## src/design/fas_pkg.sv

```systemverilog
// ----------------------------------------------------------------------------
// fas_pkg
// Types and codes shared by the frame animation sequencer.
// ----------------------------------------------------------------------------
package fas_pkg;

	localparam int TIME_W  = 24;
	localparam int FRAME_W = 16;
	localparam int COUNT_W = 7;
	localparam int INDEX_W = 6;

	typedef enum logic [1:0] {
		FUNC_TICK    = 2'd0,
		FUNC_LOAD    = 2'd1,
		FUNC_RESTART = 2'd2,
		FUNC_NOP     = 2'd3
	} func_t;

	typedef enum logic [1:0] {
		KIND_SHOW = 2'd0,
		KIND_LOOP = 2'd1,
		KIND_END  = 2'd2,
		KIND_NONE = 2'd3
	} kind_t;

	typedef enum logic [2:0] {
		ST_IDLE,
		ST_TICK_CMP,
		ST_NEXT_CHK,
		ST_TGT_CHK,
		ST_RESTART_RD,
		ST_RESTART_CHK,
		ST_READ_OUT,
		ST_RESULT
	} state_t;

	typedef enum logic [1:0] {
		TOP_HOLD,
		TOP_STEP,
		TOP_CLEAR
	} timer_op_t;

	typedef struct packed {
		timer_op_t           op;
		logic [TIME_W-1:0]   amount;
		logic [TIME_W-1:0]   limit;
	} timer_cmd_t;

	typedef struct packed {
		logic [1:0]          kind;
		logic [FRAME_W-1:0]  value;
		logic [TIME_W-1:0]   duration;
	} entry_t;

	typedef struct packed {
		logic [1:0]          func;
		logic [TIME_W-1:0]   tick_amount;
		logic [INDEX_W-1:0]  entry_index;
		logic [1:0]          entry_kind;
		logic [FRAME_W-1:0]  entry_value;
		logic [TIME_W-1:0]   entry_duration;
	} cmd_item_t;

	typedef struct packed {
		logic [FRAME_W-1:0]  display_frame;
		logic                animation_done;
		logic                playing;
	} result_item_t;

	typedef logic [COUNT_W-1:0] cfg_word_t;

endpackage

```

## src/design/fas_table.sv

```systemverilog
// ----------------------------------------------------------------------------
// fas_table
// Command table: one write port, one registered read port.
// ----------------------------------------------------------------------------
module fas_table #(
	parameter int DEPTH = 64,
	parameter int AW    = $clog2(DEPTH)
) (
	input  logic              clk,
	input  logic              wr_en,
	input  logic [AW-1:0]     wr_addr,
	input  fas_pkg::entry_t   wr_entry,
	input  logic [AW-1:0]     rd_addr,
	output fas_pkg::entry_t   rd_entry
);

	fas_pkg::entry_t mem_q [DEPTH];

	always_ff @(posedge clk) begin
		if (wr_en) begin
			mem_q[wr_addr] <= wr_entry;
		end
	end

	always_ff @(posedge clk) begin
		rd_entry <= mem_q[rd_addr];
	end

endmodule

```

## config.mk

```make
export PLATFORM = sky130hd
export DESIGN_NAME = fas_table
export DESIGN_NICKNAME = d
export VERILOG_FILES = /design/src/design/fas_pkg.sv /design/src/design/fas_table.sv
export SDC_FILE = /design/constraint.sdc
export NUM_CORES = 2
export LEC_CHECK = 0
export ABC_AREA = 1
export BUFFER_PORTS_ARGS = -buffer_cell sky130_fd_sc_hd__buf_4
export CAP_MARGIN = 10
export CORE_AREA = 2 2 403 485
export CTS_CLUSTER_DIAMETER = 150
export DETAILED_ROUTE_END_ITERATION = 6
export DIE_AREA = 0 0 405 487
export GPL_ROUTABILITY_DRIVEN = 0
export PLACE_DENSITY = 0.77
export SYNTH_ARGS = -nofsm -noshare
export SYNTH_HDL_FRONTEND = slang
export SYNTH_SLANG_ARGS = --single-unit
```

## constraint.sdc

```tcl
create_clock -name clk -period 4.9 [get_ports clk]
set_input_delay 0.245 -clock clk [delete_from_list [all_inputs] [get_ports clk]]
set_output_delay 0.245 -clock clk [all_outputs]
set_load 0.05 [all_outputs]
```

==> flow_summary.yaml <==
setup_path:
  crit_top_cell: "buf_4"
  critPathMaxStageDelay_ps: 980
  critical-path-slowest-cell: "nor2_4"
  cp-start-kind: "input port"
  critPathRequiredTime_ps: 5480
  cp_max_fo: 23
  critical_path_arrival_ps: 3520
  crit_path_end_kind: "register"
  crit_chain: "dlygate4sd3_1 -> buf_4 -> inv_1 -> nand4_1 -> nor2_4 -> buf_4"
  crit_type: "in -> reg"
  r2r_slack_ps: 3070
synthesis:
  synth_area_sq_mm: 0.109
  synth-adder-area-share_pct: 0
  ys_ff_latch: 2730
  synth_top_family_by_area: "simple AND/OR/NAND/NOR gates"
  yosys-top-cells-area: "edfxtp_1 74%, nand3_1 11%, nand2_1 10%"
  synth-compound-area-share_pct: 0
  yosys.area.top_type_share_pct: 73.9
  syn-num-nets: 8916
  yosys_warnings: 0
  async_reset_ff_share_pct: 0
  synth-edff-count: 2688
  synth_cell_types: 18
  yosysSeqAreaShare_pct: 74.7
  synthFlopType: "edfxtp_1"
  netlist_instances: 8860
  yosys.area_share.simple_pct: 21.9
  avgSynthCellArea_sq_um: 12.3
  yosysMostFrequentCell: "nand2_1"
  synthMuxAreaShare_pct: 0
  post-synth-top-area-cell: "edfxtp_1"
  synthTopCellsByCount: "2,958 x nand2_1, 2,688 x edfxtp_1, 2,497 x nand3_1"
  synth_xor_area_share_pct: 0
outcome:
  status: "complete, no violations"
die:
  initial_core_util_pct: 56.6
  die_h_um: 487
  rows: 177
  die_w_um: 405
  pin_count: 98
  die-area_sq_mm: 0.197
  core_area_sq_mm: 0.193
global_route:
  gr-total-overflow: 0
  grt_pass1_wl_um: 457000
  antenna_found_initial: 16
  grt_usage_pct: 31.5
  grt_start_max_net_pins: 224
  grt_pass1_vias: 71600
timing:
  fmax_mhz: 341
  worst_pin_slew_ps: 1370
  rsz0062_at_grt: "false"
  fin_worst_skew_ps: 73.2
  tns_ps: 0
  fin_crit_ps: 2930
  slew_headroom_pct: 8.93
  hold_ws_ps: 150
  setup_viol: 0
  slew_violations: 0
  period_share_pct: 59.9
  final_hold_viol_count: 0
detailed_routing:
  routed_wl_um: 314000
  wl_per_cell_um: 26.9
  firstDrtPassIters: 6
  via_count: 73700
  antenna_left: 0
  vias_per_cell: 6.32
  drtIter0Drc: 11600
  drc: 0
clock_tree:
  insertion_delay_ps: 970
  cts_buffers: 278
  clkTransAtPathRegs_ps: 60
  cts_sinks: 2730
  htreeDepth: 5
  clockRootBuffer: "clkbuf_16"
  cts_tree: "done"
  postCtsSetupBuffers: 0
  cts_max_path_buffers: 4
final_layout:
  drive_gt1_share_pct: 7.71
  fin_util_pct: 62.6
  nNetsFinal: 8925
  stdcell_area_sq_mm: 0.121
  area_delta_synth_final_pct: 10.6
place:
  hpwl_um: 163000
  dpl-instance-area_sq_mm: 0.112
  port_buffers: 97
job:
  cap_violations: 0
power_and_ir_drop:
  power_density_mw_per_mm2: 405
  p_leak_nw: 42.5
  irDropWorstVdd_mv: 0.410
worst_hold_path:
  min_path_type: "in -> reg"
## final cells by class
class                   instances  area [sq um]
well taps                    2595          3250
repair buffers                319          3150
clock inverters               110           777
diodes                          7          17.5
flip-flops and latches       2730         81600
fillers                     13700         72100
clock buffers                 360          7590
inverters                      12           105
multi-input cells            5528         24400
## flip-flops by register name, summed over array words and instances (netlist names)
| name | count |
|---|---|
| mem_q | 2688 |
| rd_entry | 42 |
## final timing paths
| check | start | end | depth (start not counted) |
|---|---|---|---|
| setup reg to reg | mem_q[32][1] | rd_entry[1] | 9 |
| setup / recovery | wr_addr[0] | mem_q[38][18] | 6 |
| hold / removal | rd_addr[2] | rd_entry[13] | 7 |
| hold reg to reg | mem_q[40][24] | rd_entry[24] | 8 |
## repair_timing
| item | 4_1_cts | 5_1_grt |
|---|---|---|
| gates resized for setup | 0 | 0 |
| hold buffers | 51 | 0 |
| hold endpoints to repair | 2755 | 0 |
## worst max-delay path: cells and delay by family
kind,cells,cell delay (ps)
buffers and inverters,4,1550
and+or+nand+nor,2,1700
## per-layer routing
metal  part of all wire [%]  vias up  GRT usage (%)  wire [um]
li1                       -    31600              -          -
met1                     34    35400           40.5     107000
met2                     46     5702           48.9     144000
met3                     14     1047           8.79      43700
met4                    6.2       14           17.1      19300
met5                  0.028        -              0         88
## power breakdown
group	switching, mW	internal, mW
clock	8.54	11.4
combinational	2.32	0.736
sequential	0.117	25.8
## placed cells by master (no fill, tap or decap)
cell type         n
inv_1             6
inv_8             2
nand3_1        2497
clkinv_16         1
inv_16            1
clkinv_2         39
clkbuf_8         13
clkinvlp_4        2
inv_4             1
buf_12           48
nand2_1        2958
clkinv_1         50
diode_2           7
nand4_1           9
buf_8             4
clkbuf_1         60
bufinv_16        10
buf_4           216
inv_2             1
inv_6             7
dlygate4sd3_1    51
clkbuf_16       287
nor4_2            8
clkinv_4          2
edfxtp_1       2688
dfxtp_1          42
nor2_4           56
## per-stage QoR
step                      power (mW)  instances  worst slack [ps]
final                           49.0      11700              1970
after global routing            50.1      11700              1910
after CTS                       48.9      11700              2080
after detailed placement        29.4      11100              1770
after global placement          29.3      11100              1850
after floorplan                 28.2       8860              -460
## cells by family (layout without fill, tap and decap cells)
kind of cell / after synthesis / in the layout
DFF: 2730 / 2730
other: 0 / 7
and+or+nand+nor: 5528 / 5528
buffers and inverters: 602 / 801
Power figures use the tool's default switching activity.
