$ cat config.mk
export PLATFORM = sky130hd
export DESIGN_NAME = fas_timer
export DESIGN_NICKNAME = d
export VERILOG_FILES = /design/src/design/fas_pkg.sv /design/src/design/fas_timer.sv
export SDC_FILE = /design/constraint.sdc
export NUM_CORES = 1
export LEC_CHECK = 0
export BUFFER_PORTS_ARGS = -buffer_cell sky130_fd_sc_hd__clkbuf_2
export CAP_MARGIN = 0
export CORE_AREA = 2 2 73 75
export DETAILED_ROUTE_END_ITERATION = 8
export DIE_AREA = 0 0 75 77
export GPL_ROUTABILITY_DRIVEN = 0
export GPL_TIMING_DRIVEN = 0
export PLACE_DENSITY = 0.83
export SYNTH_ARGS = -nofsm -noshare
export SYNTH_HDL_FRONTEND = slang
export SYNTH_SLANG_ARGS = --single-unit
export TNS_END_PERCENT = 20
$ cat constraint.sdc
create_clock -name clk -period 9.91 [get_ports clk]
set_input_delay 1.982 -clock clk [delete_from_list [all_inputs] [get_ports clk]]
set_output_delay 1.982 -clock clk [all_outputs]
set_load 0.05 [all_outputs]
$ cat src/design/fas_pkg.sv
// ----------------------------------------------------------------------------
// fas_pkg
// Types and codes shared by the frame animation sequencer.
// ----------------------------------------------------------------------------
package fas_pkg;

	localparam int TIME_W  = 24;
	localparam int FRAME_W = 16;
	localparam int COUNT_W = 7;
	localparam int INDEX_W = 6;

	typedef enum logic [1:0] {
		FUNC_TICK    = 2'd0,
		FUNC_LOAD    = 2'd1,
		FUNC_RESTART = 2'd2,
		FUNC_NOP     = 2'd3
	} func_t;

	typedef enum logic [1:0] {
		KIND_SHOW = 2'd0,
		KIND_LOOP = 2'd1,
		KIND_END  = 2'd2,
		KIND_NONE = 2'd3
	} kind_t;

	typedef enum logic [2:0] {
		ST_IDLE,
		ST_TICK_CMP,
		ST_NEXT_CHK,
		ST_TGT_CHK,
		ST_RESTART_RD,
		ST_RESTART_CHK,
		ST_READ_OUT,
		ST_RESULT
	} state_t;

	typedef enum logic [1:0] {
		TOP_HOLD,
		TOP_STEP,
		TOP_CLEAR
	} timer_op_t;

	typedef struct packed {
		timer_op_t           op;
		logic [TIME_W-1:0]   amount;
		logic [TIME_W-1:0]   limit;
	} timer_cmd_t;

	typedef struct packed {
		logic [1:0]          kind;
		logic [FRAME_W-1:0]  value;
		logic [TIME_W-1:0]   duration;
	} entry_t;

	typedef struct packed {
		logic [1:0]          func;
		logic [TIME_W-1:0]   tick_amount;
		logic [INDEX_W-1:0]  entry_index;
		logic [1:0]          entry_kind;
		logic [FRAME_W-1:0]  entry_value;
		logic [TIME_W-1:0]   entry_duration;
	} cmd_item_t;

	typedef struct packed {
		logic [FRAME_W-1:0]  display_frame;
		logic                animation_done;
		logic                playing;
	} result_item_t;

	typedef logic [COUNT_W-1:0] cfg_word_t;

endpackage

$ cat src/design/fas_timer.sv
// ----------------------------------------------------------------------------
// fas_timer
// Frame timer with saturating accumulate and duration compare.
// ----------------------------------------------------------------------------
module fas_timer (
	input  logic                clk,
	input  logic                arst_n,
	input  fas_pkg::timer_cmd_t cmd,
	output logic                reached
);

	localparam int TW = fas_pkg::TIME_W;

	logic [TW-1:0] timer_q;
	logic [TW:0]   sum;
	logic [TW-1:0] sat;

	assign sum     = {1'b0, timer_q} + {1'b0, cmd.amount};
	assign sat     = sum[TW] ? {TW{1'b1}} : sum[TW-1:0];
	assign reached = (sat >= cmd.limit);

	always_ff @(posedge clk or negedge arst_n) begin
		if (!arst_n) begin
			timer_q <= '0;
		end else begin
			case (cmd.op)
				fas_pkg::TOP_STEP:  timer_q <= reached ? '0 : sat;
				fas_pkg::TOP_CLEAR: timer_q <= '0;
				default:            timer_q <= timer_q;
			endcase
		end
	end

endmodule

==> results of run 1 <==
-- power by group --
group          internal (mW)  switching [mW]
clock network         0.0357          0.0374
registers              0.135          0.0215
logic                  0.297           0.431
total                  0.467           0.490
-- metal layers --
layer  vias to the layer above  track usage, %  routed length, um
met1                      1356            35.2               3290
met4                         0            8.21                268
met5                         -               0                  0
met2                       107            46.8               3550
met3                        25            4.07                405
li1                       1467               -                  -
-- worst paths after layout --
check	from	to	slack (ns)	cells past startpoint
setup / recovery	cmd[24]	reached	1.71	16
hold / removal	timer_q[21]	timer_q[21]	0.51	2
setup reg to reg	timer_q[0]	timer_q[8]	5.06	17
hold reg to reg	timer_q[21]	timer_q[21]	0.51	2
max in group asynchronous	arst_n	timer_q[10]	7.79	1
min in group asynchronous	arst_n	timer_q[20]	1.71	1
-- cell usage after synthesis (all sizes together), types with 5 or more instances --
library cell | number | area [um2]
xnor2 | 10 | 87.6
o211ai | 11 | 82.6
inv | 26 | 97.6
xor2 | 8 | 70.1
a211oi | 6 | 50.1
a21oi | 33 | 169
o21ai | 27 | 135
a22o | 19 | 166
dfrtp | 24 | 601
nand4 | 5 | 31.3
or3 | 5 | 31.3
ha | 49 | 613
nand2 | 60 | 225
buf | 5 | 36.3
clkbuf | 10 | 37.5
nand3 | 5 | 25.0
nor2 | 18 | 67.6
-- area by class of cell --
cell class,instances,area (um2),area share (%)
Multi-Input combinational cell,303,2130,64.5
Sequential cell,24,601,18.2
Timing Repair Buffer,52,260,7.87
Inverter,26,97.6,2.95
Tap cell,70,87.6,2.65
Buffer,15,73.8,2.23
Clock buffer,4,55.1,1.67
-- cell families (layout without fill, tap and decap cells) --
logic type	Yosys count	after routing
AOI/OAI and AO/OA	121	121
and+or+nand+nor	114	114
adders and majority gates	50	50
buffers and inverters	41	97
xor gates and xnor gates	18	18
DFF	24	24
-- layout by cell type, fill, tap and decap left out, drive strengths merged, types with 5 or more instances in the layout --
cell type	Yosys	layout
a211oi	6	6
a21oi	33	33
a22o	19	19
buf	5	5
clkbuf	10	66
dfrtp	24	24
ha	49	49
inv	26	26
nand2	60	60
nand3	5	5
nand4	5	5
nor2	18	18
o211ai	11	11
o21ai	27	27
or3	5	5
xnor2	10	10
xor2	8	8
-- worst max-delay path: cells and delay by family --
kind	cells	cell delay, ns
xor+xnor	1	0.17
compound gates	5	1.38
buf+inv	2	0.39
fa+ha+maj	3	0.99
simple gates	5	1.30
-- through the flow --
stage                     cell area [um2]  util, %  setup slack [ns]  hold slack, ns  power [mW]
after floorplan                      2900        -              2.70           0.457       0.710
after global placement               3250     65.3              1.78           0.472       0.844
after detailed placement             3250     65.3              1.76           0.491       0.874
after CTS                            3310     66.4              1.74           0.513       0.952
after global routing                 3310     66.4              1.47           0.543        1.06
final                                3310     66.4              1.71           0.514       0.958
==> out/results.ini, run 1 <==
[worst_setup_path]
endpoint_kind = primary output
crit_fanout = 4
crit_path_max_incr_delay_ns = 0.46
worstPathArrival_ns = 6.22
crit_path_top_delay_cell = nor4b_1
crit_chain = clkbuf_2 > ha_1 > fa_1 > a211oi_1 > nor2_1 > o21a_1 > a31oi_1 > o22a_1 > xor2_1 > nand2_1 > ha_1 > nand4_1 > nor4_1 > nor4b_1 > a211o_1 > clkbuf_2
cp_data_required_time_ns = 7.93
critPathKind = in2out
critPathLaunchType = input port

[sta]
setup_tns_ns = 0
max_freq_mhz = 122
worst_pin_slew_ns = 0.652
rsz0062_at_grt = no
setup_viol_count_final = 0
fin_skew_ns = 0.00160
hold_viol_final = 0
period_minus_slack_ns = 8.20
slew_violations = 0
relSlewSlack_pct = 56.5
fin_crit_sh_pct = 82.8

[grt]
antenna_found_initial = 0
grt_usage_pct = 27.5
grt_pass1_vias = 2819
grt_max_degree = 25
grt_pass1_wl_um = 12600
overflow = 0

[synth]
synth_edf_count = 0
yosys.area_share.xor_xnor_pct = 5.43
synth_nets = 470
yosys.area_share.simple_pct = 18.1
ys_seq_elements = 24
synth_fa_ha_area_share_pct = 21.8
syn_area_per_cell_um2 = 7.89
yosysUniqueCellTypes = 48
synth_top_family_by_area = compound AO/OA/AOI/OAI gates
synth.area.mux_share_pct = 0
synth_compound_area_share_pct = 28.0
synth_ff_type = dfrtp_1
syn-cell-area_mm2 = 0.00290
synthCells = 368
yosysSeqAreaShare_pct = 20.7
yosys_warnings = 0
synthArstFlopShare_pct = 100

[cts]
htree_levels = 1
cts_buffer_depth = 2
cts_resized = 0
postCtsSetupRepairBufs = 0
cts_tree = yes
root_buffer = clkbuf_8
hold_buffers = 0
clock_latency_ns = 0.28
path_clk_slew_ns = 0.10
clock-sinks = 24
numCtsBuffers = 3

[routing]
drc = 0
avgViaCountPerCell = 5.98
firstDrtPassIters = 4
wirelength_um = 7520
drtIter0Drc = 293
drt-wirelength-per-cell_um = 15.2
num_vias = 2955
ant_nets = 0

[cells_and_area]
nFillCells = 452
fin_nets = 527
largestRegisters = timer_q (24)
antenna_cells = 0
fin_cells = 494
drive_gt1_share_pct = 15.6
largest_reg_flops = 24
regMostFlops = timer_q
area_growth_pct = 13.9

[floorplan]
fp-row-count = 26
ios = 53
fp.dieArea_mm2 = 0.00578
initial_core_util_pct = 58.3
die_x_um = 75
die_height_um = 77
coreArea_mm2 = 0.00498

[run]
drv_cap = 0

[hold_path]
hp-class = reg2reg

[pwr]
p_leak_nw = 1.70
vdd_drop_max_v = 0.000181
power.density_mw_per_mm2 = 290

[placement]
place_inst = 490
post-dp-hpwl_um = 6110
portBuffers = 52

[run_status]
outcome = complete, no violations

Note: power is estimated with default switching activity, not from simulation.
==> run 2, diff against run 1 <==
CORE_AREA = 2 2 78 80   (was 2 2 73 75)
DIE_AREA = 0 0 80 82   (was 0 0 75 77)
PLACE_DENSITY = 0.77   (was 0.83)
clock period = 6.6 ns   (was 9.91 ns; I/O delays follow)
==> run 2 against run 1 <==
Effect of this change: combinational power up 54%; setup slack worse by 1.5 ns; clock-buffer cell count unchanged; total power up 52%; critical endpoint unchanged; largest cell class unchanged; largest power group unchanged.
==> out/results.ini, run 2 (same netlist as run 1, synthesis figures left out) <==
[sta]
max_freq_mhz = 156
worst_pin_slew_ns = 0.646  ; -0.00650 ns
fin_crit_sh_pct = 96.8
hold_viol_final = 0  ; unchanged
slew_violations = 0  ; unchanged
relSlewSlack_pct = 56.9  ; +0.43 points
rsz0062_at_grt = no
period_minus_slack_ns = 6.39
setup_viol_count_final = 0  ; unchanged
fin_skew_ns = 0.00310  ; +0.00149 ns

[worst_setup_path]
crit_fanout = 4  ; unchanged
critPathLaunchType = input port
worstPathArrival_ns = 5.07  ; -1.15 ns
r2r_cells = 17  ; unchanged
cp_data_required_time_ns = 5.28  ; -2.65 ns
reg2reg_to = timer_q[16]
r2r_start = timer_q[0]
startpoint = cmd[24]
r2r_slack_ns = 2.02  ; -3.04 ns
endpoint_kind = primary output
critPathKind = in2out
crit_end = reached

[cells_and_area]
antenna_cells = 0  ; unchanged
drive_gt1_share_pct = 17.2  ; +1.6 points
area_growth_pct = 15.7
largest_reg_flops = 24  ; unchanged
largestRegisters = timer_q (24)
final_common_cell = nand2_1
fin_nets = 528  ; +0.19%
regMostFlops = timer_q
final_cell_mix = nand2_1 (60), clkbuf_2 (51), ha_1 (49), a21oi_1 (30)
fin_cells = 500  ; +1.2%

[floorplan]
initial_core_util_pct = 50.5  ; -7.8 points
ios = 53  ; unchanged
coreArea_mm2 = 0.00575  ; +15%
die_height_um = 82  ; +6.5%
fp-row-count = 28  ; +7.7%
die_x_um = 80  ; +6.7%
fp.dieArea_mm2 = 0.00656  ; +14%

[pwr]
p_leak_nw = 1.71  ; +0.67%
vdd_drop_max_v = 0.000222  ; +23%
power.density_mw_per_mm2 = 434  ; +50%
p_total_mw = 1.46  ; +52%

[cts]
cts_buffer_depth = 2  ; unchanged
numCtsBuffers = 3  ; unchanged
htree_levels = 1  ; unchanged
path_clk_slew_ns = 0.09  ; about the same
clock-sinks = 24  ; unchanged
root_buffer = clkbuf_8
hold_buffers = 0  ; unchanged
clock_latency_ns = 0.27  ; about the same
cts_tree = yes

[routing]
ant_nets = 0  ; unchanged
avgViaCountPerCell = 5.89  ; -1.6%
num_vias = 2943  ; -0.41%
drtIter0Drc = 166  ; -43%
drt-wirelength-per-cell_um = 15.2  ; +0.13%
wirelength_um = 7620  ; +1.3%
drc = 0  ; unchanged
firstDrtPassIters = 4  ; unchanged

[grt]
antenna_found_initial = 0  ; unchanged
grt_usage_pct = 24.1  ; -3.5 points
grt_pass1_vias = 2821  ; +0.071%
overflow = 0  ; unchanged
grt_max_degree = 25  ; unchanged
grt_pass1_wl_um = 12500  ; -0.93%

[run_status]
outcome = complete, no violations

[hold_path]
min_from = timer_q[21]
hp-class = reg2reg

[placement]
portBuffers = 52  ; unchanged
place_inst = 495  ; +1.0%
post-dp-hpwl_um = 6290  ; +2.8%

[run]
drv_cap = 0  ; unchanged

## run 2: layout make-up
| class | count | area [um2] |
|---|---|---|
| flip-flops and latches | 24 | 601 |
| repair buffers | 53 | 274 |
| well taps | 75 | 93.8 |
| plain buffers | 15 | 73.8 |
| fillers | 588 | 2390 |
| inverters | 26 | 97.6 |
| multi-input cells | 303 | 2160 |
| clock buffers | 4 | 55.1 |
## run 2: report_power, final
part           total [mW]  switching, mW  internal, mW
Clock               0.104         0.0507        0.0533
Combinational        1.12          0.659         0.456
Sequential          0.237         0.0344         0.203
Total                1.46          0.744         0.713
## run 2: per-layer routing
layer | vias up | track usage [%] | wire length [um]
li1 | 1461 | - | -
met1 | 1359 | 29.8 | 3280
met2 | 109 | 44.6 | 3780
met3 | 14 | 2.20 | 425
met4 | 0 | 6.61 | 138
met5 | - | 0 | 0
## run 2: worst min path at each step
stage / slack [ns] / depth (start not counted) / end
global route: 0.55 / 1 / timer_q[5]
CTS: 0.51 / 2 / timer_q[21]
finish: 0.51 / 2 / timer_q[21]
floorplan: 0.46 / 2 / timer_q[0]
global placement: 0.47 / 2 / timer_q[0]
detailed placement: 0.49 / 2 / timer_q[21]
## run 2: worst max-delay path: stages
cell and delay, ns:
clkbuf_2 0.08, ha_1 0.24, fa_2 0.39, a211oi_1 0.26, nor2_1 0.12, o21a_1 0.22
a31oi_1 0.36, o22a_1 0.26, xor2_1 0.17, nand2_1 0.08, ha_1 0.31, nand4_1 0.25
nor4_2 0.27, nor4b_4 0.29, a211o_1 0.27, buf_6 0.19
## run 2: stage by stage
step	utilization [%]	worst slack [ns]	TNS [ns]	instance area, um2	hold WS, ns
floorplan	-	0.714	0	2900	0.457
global placement	56.7	-0.223	-0.223	3260	0.473
detailed placement	56.7	-0.287	-0.287	3260	0.491
CTS	58.1	0.0681	0	3340	0.513
global route	58.5	0.00812	0	3360	0.550
finish	58.5	0.208	0	3360	0.509
## run 2: timing repair
action                                  in CTS  in global routing
pin swaps                                    1                  4
endpoints found under the setup margin       1                  1
buffers inserted                             0                  1
resized for setup                            4                  6
